File: src/rtl/int8_euclidean_distance_assert.svh
// Assertion macros used by the controller.
`ifndef INT8_EUCLIDEAN_DISTANCE_ASSERT_SVH
`define INT8_EUCLIDEAN_DISTANCE_ASSERT_SVH

// Same-cycle implication, disabled during reset.
`define IED_ASSERT_IMPL(label, clk, rst, ante, cons) \
  label: assert property (@(posedge clk) disable iff (rst) (ante) |-> (cons)) \
    else $error("ied assertion failed");

// Next-cycle implication, disabled during reset.
`define IED_ASSERT_NEXT(label, clk, rst, ante, cons) \
  label: assert property (@(posedge clk) disable iff (rst) (ante) |=> (cons)) \
    else $error("ied assertion failed");

`endif

File: src/rtl/ied_pkg.sv
package ied_pkg;

  localparam int ELEM_W     = 8;
  localparam int SQ_W       = 16;   // (255)^2 fits in 16 bits
  localparam int SUM_W      = 32;
  localparam int ROOT_W     = 24;   // sqrt of a 48-bit radicand
  localparam int REM_W      = ROOT_W + 2;
  localparam int ROOT_STEPS = ROOT_W;
  localparam int CNT_W      = $clog2(ROOT_STEPS);

  typedef struct packed {
    logic accept;  // pair transfer this cycle
    logic start;   // transfer carries the last pair: launch the root
    logic step;    // one root digit
    logic load;    // move the root into the output register
  } cmd_t;

  typedef struct packed {
    logic root_last;  // current step produces the final root bit
  } sts_t;

endpackage

File: src/rtl/ied_ifs.sv
interface ied_pair_if;
  logic                                 valid;
  logic                                 ready;
  logic signed [ied_pkg::ELEM_W-1:0]    elem_a;
  logic signed [ied_pkg::ELEM_W-1:0]    elem_b;
  logic                                 last_elem;

  modport source (output valid, elem_a, elem_b, last_elem, input ready);
  modport sink   (input valid, elem_a, elem_b, last_elem, output ready);
endinterface

interface ied_dist_if;
  logic                        valid;
  logic                        ready;
  logic [ied_pkg::ROOT_W-1:0]  distance;
  logic                        sum_saturated;

  modport source (output valid, distance, sum_saturated, input ready);
  modport sink   (input valid, distance, sum_saturated, output ready);
endinterface

File: src/rtl/ied_datapath.sv
module ied_datapath (
  input  logic                               clk,
  input  logic                               rst,
  input  ied_pkg::cmd_t                      cmd,
  input  logic signed [ied_pkg::ELEM_W-1:0]  elem_a,
  input  logic signed [ied_pkg::ELEM_W-1:0]  elem_b,
  output ied_pkg::sts_t                      sts,
  output logic [ied_pkg::ROOT_W-1:0]         distance,
  output logic                               sum_saturated
);
  import ied_pkg::*;

  logic [SUM_W-1:0]  sum;
  logic              ovf;
  logic [SUM_W-1:0]  xreg;
  logic [REM_W-1:0]  rem;
  logic [ROOT_W-1:0] root;
  logic              root_ovf;
  logic [CNT_W-1:0]  cnt;

  logic signed [ELEM_W:0]     diff;
  logic signed [2*ELEM_W+1:0] prod;
  logic [SQ_W-1:0]            sq;
  logic [SUM_W:0]             total;
  logic [SUM_W-1:0]           tot_sat;
  logic                       ovf_new;

  logic [REM_W-1:0] rem_sh;
  logic [REM_W-1:0] trial;
  logic             ge;

  assign diff    = {elem_a[ELEM_W-1], elem_a} - {elem_b[ELEM_W-1], elem_b};
  assign prod    = diff * diff;
  assign sq      = prod[SQ_W-1:0];
  assign total   = {1'b0, sum} + {{(SUM_W + 1 - SQ_W){1'b0}}, sq};
  assign tot_sat = total[SUM_W] ? {SUM_W{1'b1}} : total[SUM_W-1:0];
  assign ovf_new = ovf | total[SUM_W];

  // restoring square root, two radicand bits per step; low 16 bits are zero
  assign rem_sh = {rem[REM_W-3:0], xreg[SUM_W-1:SUM_W-2]};
  assign trial  = {root, 2'b01};
  assign ge     = rem_sh >= trial;

  assign sts.root_last = cnt == CNT_W'(ROOT_STEPS - 1);

  always_ff @(posedge clk) begin
    if (rst) begin
      sum <= '0;
      ovf <= 1'b0;
    end else if (cmd.accept) begin
      if (cmd.start) begin
        sum <= '0;
        ovf <= 1'b0;
      end else begin
        sum <= tot_sat;
        ovf <= ovf_new;
      end
    end
  end

  always_ff @(posedge clk) begin
    if (cmd.start) begin
      xreg     <= tot_sat;
      root_ovf <= ovf_new;
      rem      <= '0;
      root     <= '0;
      cnt      <= '0;
    end else if (cmd.step) begin
      xreg <= {xreg[SUM_W-3:0], 2'b00};
      rem  <= ge ? rem_sh - trial : rem_sh;
      root <= {root[ROOT_W-2:0], ge};
      cnt  <= cnt + CNT_W'(1);
    end
    if (cmd.load) begin
      distance      <= root;
      sum_saturated <= root_ovf;
    end
  end

endmodule

File: src/rtl/ied_controller.sv
`include "int8_euclidean_distance_assert.svh"

module ied_controller (
  input  logic           clk,
  input  logic           rst,
  input  logic           in_valid,
  input  logic           last_elem,
  output logic           in_ready,
  output logic           out_valid,
  input  logic           out_ready,
  input  ied_pkg::sts_t  sts,
  output ied_pkg::cmd_t  cmd
);
  import ied_pkg::*;

  localparam logic [1:0] ST_ACC  = 2'd0;
  localparam logic [1:0] ST_ROOT = 2'd1;
  localparam logic [1:0] ST_LOAD = 2'd2;

  logic [1:0] state;
  logic [1:0] state_next;

  assign in_ready   = state == ST_ACC;
  assign cmd.accept = in_valid && in_ready;
  assign cmd.start  = cmd.accept && last_elem;
  assign cmd.step   = state == ST_ROOT;
  assign cmd.load   = (state == ST_LOAD) && (!out_valid || out_ready);

  always_comb begin
    state_next = state;
    unique case (state)
      ST_ACC:  if (cmd.start) state_next = ST_ROOT;
      ST_ROOT: if (sts.root_last) state_next = ST_LOAD;
      ST_LOAD: if (cmd.load) state_next = ST_ACC;
      default: state_next = ST_ACC;
    endcase
  end

  always_ff @(posedge clk) begin
    if (rst) begin
      state     <= ST_ACC;
      out_valid <= 1'b0;
    end else begin
      state <= state_next;
      if (cmd.load) begin
        out_valid <= 1'b1;
      end else if (out_ready) begin
        out_valid <= 1'b0;
      end
    end
  end

  `IED_ASSERT_NEXT(a_last_starts_root, clk, rst, cmd.start, state == ST_ROOT)
  `IED_ASSERT_NEXT(a_root_ends_in_load, clk, rst, cmd.step && sts.root_last, state == ST_LOAD)
  `IED_ASSERT_NEXT(a_load_shows_result, clk, rst, cmd.load, out_valid && in_ready)
  `IED_ASSERT_IMPL(a_no_accept_in_root, clk, rst, cmd.step, !cmd.accept && !cmd.load)

endmodule

File: src/rtl/int8_euclidean_distance.sv
// The distance is valid after the transfer of the last pair, once the bit-serial square
//   root has run and the output register is loaded; the load waits until the old result is taken.
// Throughput: one pair per cycle while accumulating; no pair is taken from the last pair until
//   the load, so the one-bit-per-cycle square root unit sets the pace between vectors.
// Reset (rst, synchronous, active high) clears the running sum, the overflow
//   flag, the controller state and the output valid.
module int8_euclidean_distance (
  input  logic        clk,
  input  logic        rst,
  ied_pair_if.sink    pairs,
  ied_dist_if.source  result
);
  import ied_pkg::*;

  cmd_t cmd;
  sts_t sts;

  ied_controller u_ctrl (
    .clk       (clk),
    .rst       (rst),
    .in_valid  (pairs.valid),
    .last_elem (pairs.last_elem),
    .in_ready  (pairs.ready),
    .out_valid (result.valid),
    .out_ready (result.ready),
    .sts       (sts),
    .cmd       (cmd)
  );

  ied_datapath u_dp (
    .clk           (clk),
    .rst           (rst),
    .cmd           (cmd),
    .elem_a        (pairs.elem_a),
    .elem_b        (pairs.elem_b),
    .sts           (sts),
    .distance      (result.distance),
    .sum_saturated (result.sum_saturated)
  );

endmodule
File: src/flat_wrapper.sv
// flat-port wrapper written by rule: the top's interface ports become plain ports
module int8_euclidean_distance_flat import ied_pkg::*;
  (clk, rst, pairs_valid, pairs_elem_a, pairs_elem_b, pairs_last_elem, pairs_ready, result_valid, result_distance, result_sum_saturated, result_ready);
  ied_pair_if pairs_i ();
  ied_dist_if result_i ();
  input  logic clk;
  input  logic rst;
  input wire logic [$bits(pairs_i.valid)-1:0] pairs_valid;
  input wire logic [$bits(pairs_i.elem_a)-1:0] pairs_elem_a;
  input wire logic [$bits(pairs_i.elem_b)-1:0] pairs_elem_b;
  input wire logic [$bits(pairs_i.last_elem)-1:0] pairs_last_elem;
  output wire logic [$bits(pairs_i.ready)-1:0] pairs_ready;
  output wire logic [$bits(result_i.valid)-1:0] result_valid;
  output wire logic [$bits(result_i.distance)-1:0] result_distance;
  output wire logic [$bits(result_i.sum_saturated)-1:0] result_sum_saturated;
  input wire logic [$bits(result_i.ready)-1:0] result_ready;
  assign pairs_i.valid = pairs_valid;
  assign pairs_i.elem_a = pairs_elem_a;
  assign pairs_i.elem_b = pairs_elem_b;
  assign pairs_i.last_elem = pairs_last_elem;
  assign pairs_ready = pairs_i.ready;
  assign result_valid = result_i.valid;
  assign result_distance = result_i.distance;
  assign result_sum_saturated = result_i.sum_saturated;
  assign result_i.ready = result_ready;
  int8_euclidean_distance u_core (.clk(clk), .rst(rst), .pairs(pairs_i), .result(result_i));
endmodule
File: config.mk
export PLATFORM = sky130hd
export DESIGN_NAME = int8_euclidean_distance_flat
export DESIGN_NICKNAME = d
export VERILOG_FILES = /design/src/rtl/ied_pkg.sv /design/src/rtl/ied_ifs.sv /design/src/rtl/ied_datapath.sv /design/src/rtl/ied_controller.sv /design/src/rtl/int8_euclidean_distance.sv /design/src/flat_wrapper.sv
export VERILOG_INCLUDE_DIRS = /design/src /design/src/rtl
export SDC_FILE = /design/constraint.sdc
export NUM_CORES = 1
export LEC_CHECK = 0
export ABC_AREA = 1
export BUFFER_PORTS_ARGS = -buffer_cell sky130_fd_sc_hd__buf_2
export CAP_MARGIN = 20
export CORE_ASPECT_RATIO = 0.75
export CORE_MARGIN = 8
export CORE_UTILIZATION = 60
export CTS_CLUSTER_DIAMETER = 100
export DETAILED_ROUTE_END_ITERATION = 12
export PLACE_DENSITY = 0.76
export SYNTH_ARGS = -nofsm -noshare
export SYNTH_HDL_FRONTEND = slang
export SYNTH_SLANG_ARGS = --single-unit
File: constraint.sdc
create_clock -name clk -period 13.4 [get_ports clk]
set_input_delay 0.67 -clock clk [delete_from_list [all_inputs] [get_ports clk]]
set_output_delay 0.67 -clock clk [all_outputs]
set_load 0.1 [all_outputs]
==> results of run 1 <==
==> through the flow <==
step	instance area [µm²]	hold slack, ps	worst slack, ps	instances
floorplan	12040	400.3	5967	1680
global placement	12430	410.2	5218	1953
detailed placement	12430	418.6	5081	1953
CTS	13050	435.0	5443	1985
global route	13050	453.0	4777	1985
finish	13050	450.6	5416	1985
==> worst max-delay path by stage <==
stage / endpoint / cells after the start / slack [ps] / startpoint
floorplan: u_core.u_dp.xreg[29] / 40 / 5970 / pairs_elem_a[0]
global placement: u_core.u_dp.xreg[19] / 40 / 5220 / pairs_elem_a[0]
finish: u_core.u_dp.xreg[19] / 40 / 5420 / pairs_elem_a[0]
detailed placement: u_core.u_dp.xreg[26] / 40 / 5080 / pairs_elem_a[0]
CTS: u_core.u_dp.xreg[26] / 40 / 5440 / pairs_elem_a[0]
global route: u_core.u_dp.xreg[26] / 40 / 4780 / pairs_elem_a[0]
==> routing by layer <==
| layer | routed length [µm] | vias to the layer above |
|---|---|---|
| met3 | 2098 | 42 |
| li1 | - | 5379 |
| met1 | 14780 | 4915 |
| met4 | 449 | 0 |
| met2 | 12230 | 384 |
| met5 | 0 | - |
==> cell usage in the layout (no fill, tap or decap), types with 3 or more instances in the layout <==
cell        count
a21o_1          3
a21oi_1        84
a22oi_1        24
buf_2          47
buf_4           3
clkbuf_16      17
clkinv_8        4
clkinvlp_4      3
dfxtp_1        89
edfxtp_1       58
fa_1           53
ha_1           85
inv_1         312
inv_2          11
inv_6           4
inv_8           3
nand2_1       509
nand2_2        12
nand2_4         6
nand3_1       107
nand3_2        11
nand4_1        41
nor2_1        104
nor2_2          6
nor3_1         14
o21a_1          4
o21ai_0        23
o21ai_1        11
o21bai_1        5
or2_2           3
xnor2_1        21
xor2_1         16
==> cells by family (layout without fill, tap and decap cells) <==
family                   after synthesis  after routing  share of synthesized area [%]
buffers and inverters                359            406                          11.69
flip-flops                           147            147                          29.28
adder cells (fa/ha/maj)              138            138                          17.65
AO/OA/AOI/OAI                        168            168                          8.150
AND/OR/NAND/NOR                      831            831                          30.54
XOR/XNOR                              37             37                          2.693
==> state kept, by name, summed over array words and instances (netlist names), 2 cells and up <==
register	count
u_core.u_dp.sum	32
u_core.u_dp.xreg	32
u_core.u_dp.distance	24
u_core.u_dp.rem	24
u_core.u_dp.root	24
u_core.u_dp.cnt	5
u_core.u_ctrl.state	2
==> worst max-delay path: cells and delay by family <==
family,cells,cell delay (ps)
AO/OA/AOI/OAI,3,600
XOR/XNOR,1,210
adder cells (fa/ha/maj),9,3740
buffers and inverters,10,720
AND/OR/NAND/NOR,17,2330
==> area by class of cell <==
class                      count  area, µm²
fill                        1744       6887
tap                          258      322.8
clock buffer                  17      425.4
multi-input combinational   1174       7113
clock inverter                15      186.4
timing repair buffer          50      257.7
sequential                   147       3523
inverter                     324       1216
==> results.yml, run 1 <==
clocking:
  cts_buffers: 17
  cts.reportedPaths.clkPinSlew_ps: 70
  post_cts_resize_count: 0
  cts_hold_buf: 0
  clkSinkCount: 147
  cts.htree.levels: 4
  clkLatencyLatePin_ps: 440
  cts-root-buf: "clkbuf_16"
  cts_setup_buffers: 0
  cts_tree: "yes"
  clk_path_buf_depth: 2
worst_setup_path:
  r2r_start: "u_core.u_ctrl.state[1]"
  critPathRequiredTime_ps: 13710
  cp_max_fo: 26
  cp-end-kind: "register"
  start_kind: "primary input"
  arrival_ps: 8290
  timing.rr.end: "u_core.u_dp.root[21]"
  cp_slowest_cell: "fa_1"
  reg2reg_depth: 9
  criticalPathCategory: "in -> reg"
  critPathMaxStageDelay_ps: 550
  reg2reg_slack_ps: 10300
logic_synthesis:
  synthCells: 1680
  yosysSeqAreaShare_pct: 29.28
  synthTopCellsByArea: "nand2_1 (16%), dfxtp_1 (15%), edfxtp_1 (14%)"
  synth_top_area_cell: "nand2_1"
  avgSynthCellArea_um2: 7.164
  yosysMostFrequentCell: "nand2_1"
  synth_area_mm2: 0.01204
  synth_ff_type: "dfxtp_1"
  ys_warn_count: 0
  synth_top_area_share_pct: 15.87
  synth_enable_flop_cells: 58
  synth.net_count: 1839
  synthArstFlopShare_pct: 0
  netlist_top_cells_count: "nand2_1 (509), inv_1 (312), nand3_1 (107), nor2_1 (105), dfxtp_1 (89)"
  ys_ff_latch: 147
  synthDistinctLibCells: 52
detailed_routing:
  final_antenna_net_count: 0
  post_drt_wl_per_cell_um: 14.89
  first_pass_iters: 5
  drt_iter0_drc: 980
  drc: 0
  vias: 10720
  wirelength_um: 29560
  via_per_inst: 5.401
die:
  initial_utilization_pct: 60.38
  ioPinCount: 48
  coreArea_mm2: 0.01993
  rows: 45
  dieArea_mm2: 0.02489
  die_h_um: 138.7
  die_w_um: 179.5
hold_path:
  min-delay-start: "u_core.u_dp.root_ovf"
  min_to: "u_core.u_dp.sum_saturated"
  hold_path_class: "reg -> reg"
  hold_depth: 0
run_status:
  outcome: "complete, no violations"
global_route:
  use_met3_pct: 3.953
  grtUsageTotal_pct: 23.77
  overflow: 0
  gr-usage-met1_pct: 35.14
  grt_pass1_wl_um: 49770
  top_usage_layer: "met2"
  grt_pass1_vias: 10093
  antenna_found_initial: 0
  use_met2_pct: 35.38
  grt_max_degree: 56
timing:
  fmax_ghz: 0.1252
  max_slew_margin_pct: 46.14
  skew_ps: 14.99
  rsz0062_at_grt: "no"
  maxSlewViolCount: 0
  max_slew.worst_pin.slew_ps: 807.9
  period_minus_slack_ps: 7984
  finalHoldViolations: 0
  finalSetupViolCount: 0
  period_share_pct: 59.59
  setup_tns_ps: 0
finish:
  area_growth_pct: 8.390
  final_core_util_pct: 65.45
  antenna_cells: 0
  drive_above_1_share_pct: 8.454
  fin_nets: 1873
placement:
  place_hpwl_um: 22250
  gp_congestion: 0.9503
  portBuffers: 47
flow_run:
  max_cap_viol_count: 0
Power of run 1 is left out: the tool's default activity adds up to more than one toggle a clock period on the data nets, which glitch-free logic cannot reach.
==> run 2, diff against run 1 <==
--- a/config.mk
+++ b/config.mk
@@ -6,7 +6,7 @@
 export SDC_FILE = /design/constraint.sdc
 export NUM_CORES = 1
 export LEC_CHECK = 0
-export ABC_AREA = 1
+export ABC_AREA = 0
 export BUFFER_PORTS_ARGS = -buffer_cell sky130_fd_sc_hd__buf_2
 export CAP_MARGIN = 20
 export CORE_ASPECT_RATIO = 0.75
==> constraint.sdc (replaced) <==
create_clock -name clk -period 8.3 [get_ports clk]
set_input_delay 0.415 -clock clk [delete_from_list [all_inputs] [get_ports clk]]
set_output_delay 0.415 -clock clk [all_outputs]
set_load 0.1 [all_outputs]
==> run 2 against run 1 <==
Synthesized area fell by 12%; non-clock buffer count grew 83; clock skew fell by 5.9 ps; final cell count down 22%; wire length fell by 16%; via count shrank 17%; synthesized cell count is 29% lower; global-route usage decreased by 1.6 points; flip-flop and latch count unchanged; register-to-register slack worse by 5400 ps.
==> results.yml, run 2 <==
run_status:
  outcome: "complete, no violations"
finish:
  final_cells: 1545
  fin_nets: 1449
  fill_cells: 1376
  drive_above_1_share_pct: 16.50
  area_growth_pct: 15.58
  antenna_cells: 0
  regArea_mm2: 0.003523
  final_common_cell: "inv_1"
  largestRegisters: "u_core.u_dp.sum x32, u_core.u_dp.xreg x32"
  multi_input_area_mm2: 0.006521
  final_cell_mix: "inv_1 (127), nor2_1 (110), nand2_1 (92)"
timing:
  skew_ps: 9.104
  timing.hold.ws_ps: 325.5
  finalSetupViolCount: 0
  maxSlewViolCount: 0
  finalHoldViolations: 0
  fmax_ghz: 0.1267
  period_share_pct: 95.12
  period_minus_slack_ps: 7895
  max_slew_margin_pct: 29.12
  max_slew.worst_pin.slew_ps: 1059
worst_setup_path:
  cp_top_family: "adder cells"
  reg2reg_depth: 11
  critPathMostFrequentCell: "fa_1"
  criticalPathCategory: "in -> reg"
  cp-end-kind: "register"
  crit_buf_inv: 7
  cp_slowest_cell: "fa_1"
  r2r_start: "u_core.u_dp.root[9]"
  reg2reg_slack_ps: 4890
  arrival_ps: 8150
  cp_max_fo: 8
  timing.rr.end: "u_core.u_dp.rem[9]"
  critPathRequiredTime_ps: 8560
  critPathMaxStageDelay_ps: 550
  start_kind: "primary input"
placement:
  portBuffers: 47
  gp_congestion: 0.8994
  place_hpwl_um: 17720
  place_inst: 1509
logic_synthesis:
  synthCells: 1189
  yosysMostFrequentCell: "inv_1"
  ys_ff_latch: 147
  synth.net_count: 1348
  synth_area_mm2: 0.01062
  synth_ff_type: "dfxtp_1"
  yosysSeqAreaShare_pct: 33.17
  ys_warn_count: 0
  synthDistinctLibCells: 76
  synth_top_area_cell: "dfxtp_1"
  synth_enable_flop_cells: 58
  synthTopCellsByArea: "dfxtp_1 (17%), edfxtp_1 (16%), ha_1 (10%)"
  synthArstFlopShare_pct: 0
  avgSynthCellArea_um2: 8.934
  synth_top_area_share_pct: 16.77
  netlist_top_cells_count: "inv_1 (127), nor2_1 (112), nand2_1 (93), dfxtp_1 (89), ha_1 (85)"
die:
  rows: 42
  initial_utilization_pct: 60.70
  dieArea_mm2: 0.02226
  die_h_um: 131.2
  coreArea_mm2: 0.01750
  ioPinCount: 48
  die_w_um: 169.6
hold_path:
  min-delay-start: "result_ready"
  hold_depth: 3
  min_to: "u_core.u_ctrl.out_valid"
  hold_path_class: "in -> reg"
detailed_routing:
  post_drt_wl_per_cell_um: 16.06
  drt_iter0_drc: 724
  vias: 8913
  via_per_inst: 5.769
  wirelength_um: 24810
  first_pass_iters: 5
  drc: 0
  final_antenna_net_count: 0
global_route:
  grt_max_degree: 74
  overflow: 0
  grt_pass1_vias: 8265
  grt_pass1_wl_um: 40790
  grtUsageTotal_pct: 22.19
  antenna_found_initial: 0
clocking:
  cts_tree: "yes"
  clkSinkCount: 147
  cts.htree.levels: 4
  clkLatencyLatePin_ps: 430
  cts_buffers: 17
  cts.reportedPaths.clkPinSlew_ps: 60
  cts-root-buf: "clkbuf_16"
  clk_path_buf_depth: 2
  cts_hold_buf: 0
flow_run:
  max_cap_viol_count: 0
## run 2: through the flow
step	TNS [ps]	utilization, %	area, µm²	setup slack [ps]
after floorplan	0	-	10620	31.45
after global placement	-5755	66.14	11570	-234.9
after detailed placement	-13430	66.14	11570	-357.4
after CTS	0	69.33	12130	51.19
after global routing	-1.721	70.16	12280	-1.721
final	0	70.16	12280	405.1
## run 2: layout make-up
class | count | share of cell area, %
Timing Repair Buffer | 133 | 7.276
Tap cell | 242 | 2.466
Inverter | 128 | 3.913
Multi-Input combinational cell | 863 | 53.11
Clock inverter | 14 | 1.039
Sequential cell | 147 | 28.70
Clock buffer | 18 | 3.495
## run 2: how the worst max path moves through the flow
stage | cells past startpoint | from | end | slack, ps
floorplan | 37 | pairs_elem_a[0] | u_core.u_dp.xreg[29] | 30
global placement | 36 | pairs_elem_b[1] | u_core.u_dp.xreg[26] | -230
detailed placement | 36 | pairs_elem_b[1] | u_core.u_dp.xreg[26] | -360
CTS | 36 | pairs_elem_b[1] | u_core.u_dp.xreg[26] | 50
global route | 36 | pairs_elem_a[0] | u_core.u_dp.xreg[29] | -2
finish | 35 | pairs_elem_b[1] | u_core.u_dp.xreg[29] | 410
## run 2: tightest hold or removal path: cells and delay by family
kind	cells	cell delay, ps
AOI/OAI and AO/OA	1	80
buffers and inverters	1	70
and+or+nand+nor	1	140
## run 2: metal layers
metal / track usage [%] / vias up / part of all wire, %
li1: - / 4357 / -
met1: 32.55 / 4189 / 48
met2: 32.38 / 324 / 43
met3: 4.488 / 43 / 7.5
met4: 6.376 / 0 / 1.5
met5: 0 / - / 0
## run 2: kinds of logic after synthesis
kind of cell	count (synthesis)	share of synthesized area, %
compound gates	264	16.10
xor+xnor	58	4.782
fa+ha+maj	138	20.00
buf+inv	181	6.773
flops	147	33.17
mux	17	1.614
simple gates	384	17.56
## run 2: timing repair
| action | in CTS | in global routing |
|---|---|---|
| endpoints found under the setup margin | 0 | 66 |
| resized for setup | 0 | 35 |
| buffers inserted | 0 | 2 |
Power of run 2 is left out for the same reason.
==> run 3, diff against run 2 <==
--- a/config.mk
+++ b/config.mk
@@ -6,7 +6,7 @@
 export SDC_FILE = /design/constraint.sdc
 export NUM_CORES = 1
 export LEC_CHECK = 0
-export ABC_AREA = 0
+export ABC_AREA = 1
 export BUFFER_PORTS_ARGS = -buffer_cell sky130_fd_sc_hd__buf_2
 export CAP_MARGIN = 20
 export CORE_ASPECT_RATIO = 0.75
==> run 3 against run 2 <==
Critical path depth grew 5; fmax increased by 3.0%; final area rose by 6.3%; clock skew increased by 4.9 ps; worst hold slack got worse by 12 ps; global-route usage increased by 1.7 points.
==> results.yml, run 3 (synthesized netlist as in run 1, its figures left out) <==
run_status:
  outcome: "complete, no violations"
hold_path:
  hold_path_class: "in -> reg"
  hold_depth: 4
  min-delay-start: "result_ready"
  min_to: "u_core.u_ctrl.state[1]"
finish:
  fill_cells: 1768
  antenna_cells: 0
  regArea_mm2: 0.003523
  final_cells: 1986
  largestRegisters: "u_core.u_dp.sum x32, u_core.u_dp.xreg x32"
  drive_above_1_share_pct: 8.507
  final_common_cell: "nand2_1"
  final_cell_mix: "nand2_1 (509), inv_1 (312), nand3_1 (107)"
  multi_input_area_mm2: 0.007113
  fin_nets: 1874
  area_growth_pct: 8.452
placement:
  dp_slack_ps: 203.4
  place_inst: 1954
  place_hpwl_um: 22450
  portBuffers: 47
  gp_congestion: 0.9474
timing:
  finalSetupViolCount: 0
  worst_slack_ps: 633.7
  setup_tns_ps: 0
  period_minus_slack_ps: 7666
  max_slew_margin_pct: 43.74
  skew_ps: 14.00
  finalHoldViolations: 0
  timing.hold.ws_ps: 313.9
  period_share_pct: 92.36
  rsz0062_at_grt: "no"
  max_slew.worst_pin.slew_ps: 843.8
  fmax_ghz: 0.1304
  maxSlewViolCount: 0
detailed_routing:
  dr.max_layer_used: "met4"
  drt_iter0_drc: 919
  post_drt_wl_per_cell_um: 14.97
  first_pass_iters: 5
  wl_met1_um: 15090
  wirelength_um: 29740
  vias: 10703
  via_per_inst: 5.389
  drc: 0
  dr_wl_met2_um: 12430
  final_antenna_net_count: 0
  wl_met3_um: 1911
die:
  coreArea_mm2: 0.01993
  ioPinCount: 48
  initial_utilization_pct: 60.38
  die_w_um: 179.5
  dieArea_mm2: 0.02489
  die_h_um: 138.7
  rows: 45
global_route:
  grt_pass1_vias: 10047
  grt_max_degree: 56
  antenna_found_initial: 0
  grt_pass1_wl_um: 49760
  grtUsageTotal_pct: 23.89
  overflow: 0
worst_setup_path:
  cp-end-kind: "register"
  timing.rr.end: "u_core.u_dp.root[10]"
  critPathMostFrequentCell: "inv_1"
  cp_max_fo: 26
  arrival_ps: 8010
  critPathRequiredTime_ps: 8640
  r2r_start: "u_core.u_ctrl.state[1]"
  critPathMaxStageDelay_ps: 540
  criticalPathCategory: "in -> reg"
  reg2reg_depth: 9
  crit_buf_inv: 10
  reg2reg_slack_ps: 5190
  cp_slowest_cell: "fa_1"
  start_kind: "primary input"
  cp_top_family: "adder cells"
clocking:
  cts_hold_buf: 0
  cts.reportedPaths.clkPinSlew_ps: 70
  cts_setup_buffers: 0
  clkLatencyLatePin_ps: 440
  cts_tree: "yes"
  cts_buffers: 17
  cts.htree.levels: 4
  clkSinkCount: 147
  cts-root-buf: "clkbuf_16"
  clk_path_buf_depth: 2
  post_cts_resize_count: 0
flow_run:
  max_cap_viol_count: 0
[run 3: changes by cell type in the layout (fill, tap and decap cells not counted), moves of 36 or more]
cell / change
nand2_1: +417
inv_1: +185
buf_4: -81
nand3_1: +56
a21oi_1: +40
o21ai_0: -36
[run 3: stage by stage]
step / util [%] / area (µm²)
2_1_floorplan: - / 12040
3_3_place_gp: 62.42 / 12440
3_5_place_dp: 62.42 / 12440
4_1_cts: 65.49 / 13050
5_1_grt: 65.49 / 13050
6_report: 65.49 / 13050
[run 3: worst max path at each step]
stage	startpoint	end	slack [ps]	depth (start not counted)
finish	pairs_elem_a[0]	u_core.u_dp.sum[12]	630	40
global route	pairs_elem_a[0]	u_core.u_dp.sum[12]	70	40
CTS	pairs_elem_a[0]	u_core.u_dp.sum[12]	620	40
detailed placement	pairs_elem_a[0]	u_core.u_dp.sum[12]	200	40
global placement	pairs_elem_a[0]	u_core.u_dp.sum[19]	400	40
floorplan	pairs_elem_a[0]	u_core.u_dp.xreg[29]	1120	40
[run 3: cell type report]
| class | instances | area share [%] |
|---|---|---|
| multi-input combinational | 1174 | 54.50 |
| sequential | 147 | 26.99 |
| inverter | 324 | 9.318 |
| clock buffer | 17 | 3.259 |
| tap | 258 | 2.473 |
| timing repair buffer | 51 | 2.032 |
| clock inverter | 15 | 1.428 |
[run 3: per-layer routing]
| layer | vias to the layer above | global-route usage [%] |
|---|---|---|
| li1 | 5384 | - |
| met4 | 0 | 5.514 |
| met1 | 4971 | 35.24 |
| met2 | 323 | 35.48 |
| met5 | - | 0 |
| met3 | 25 | 4.476 |
[run 3: worst min-delay path, delay by kind of cell]
kind	cells	cell delay, ps
buffers and inverters	1	70
and+or+nand+nor	2	150
AOI/OAI and AO/OA	1	60
Power of run 3 is left out for the same reason.
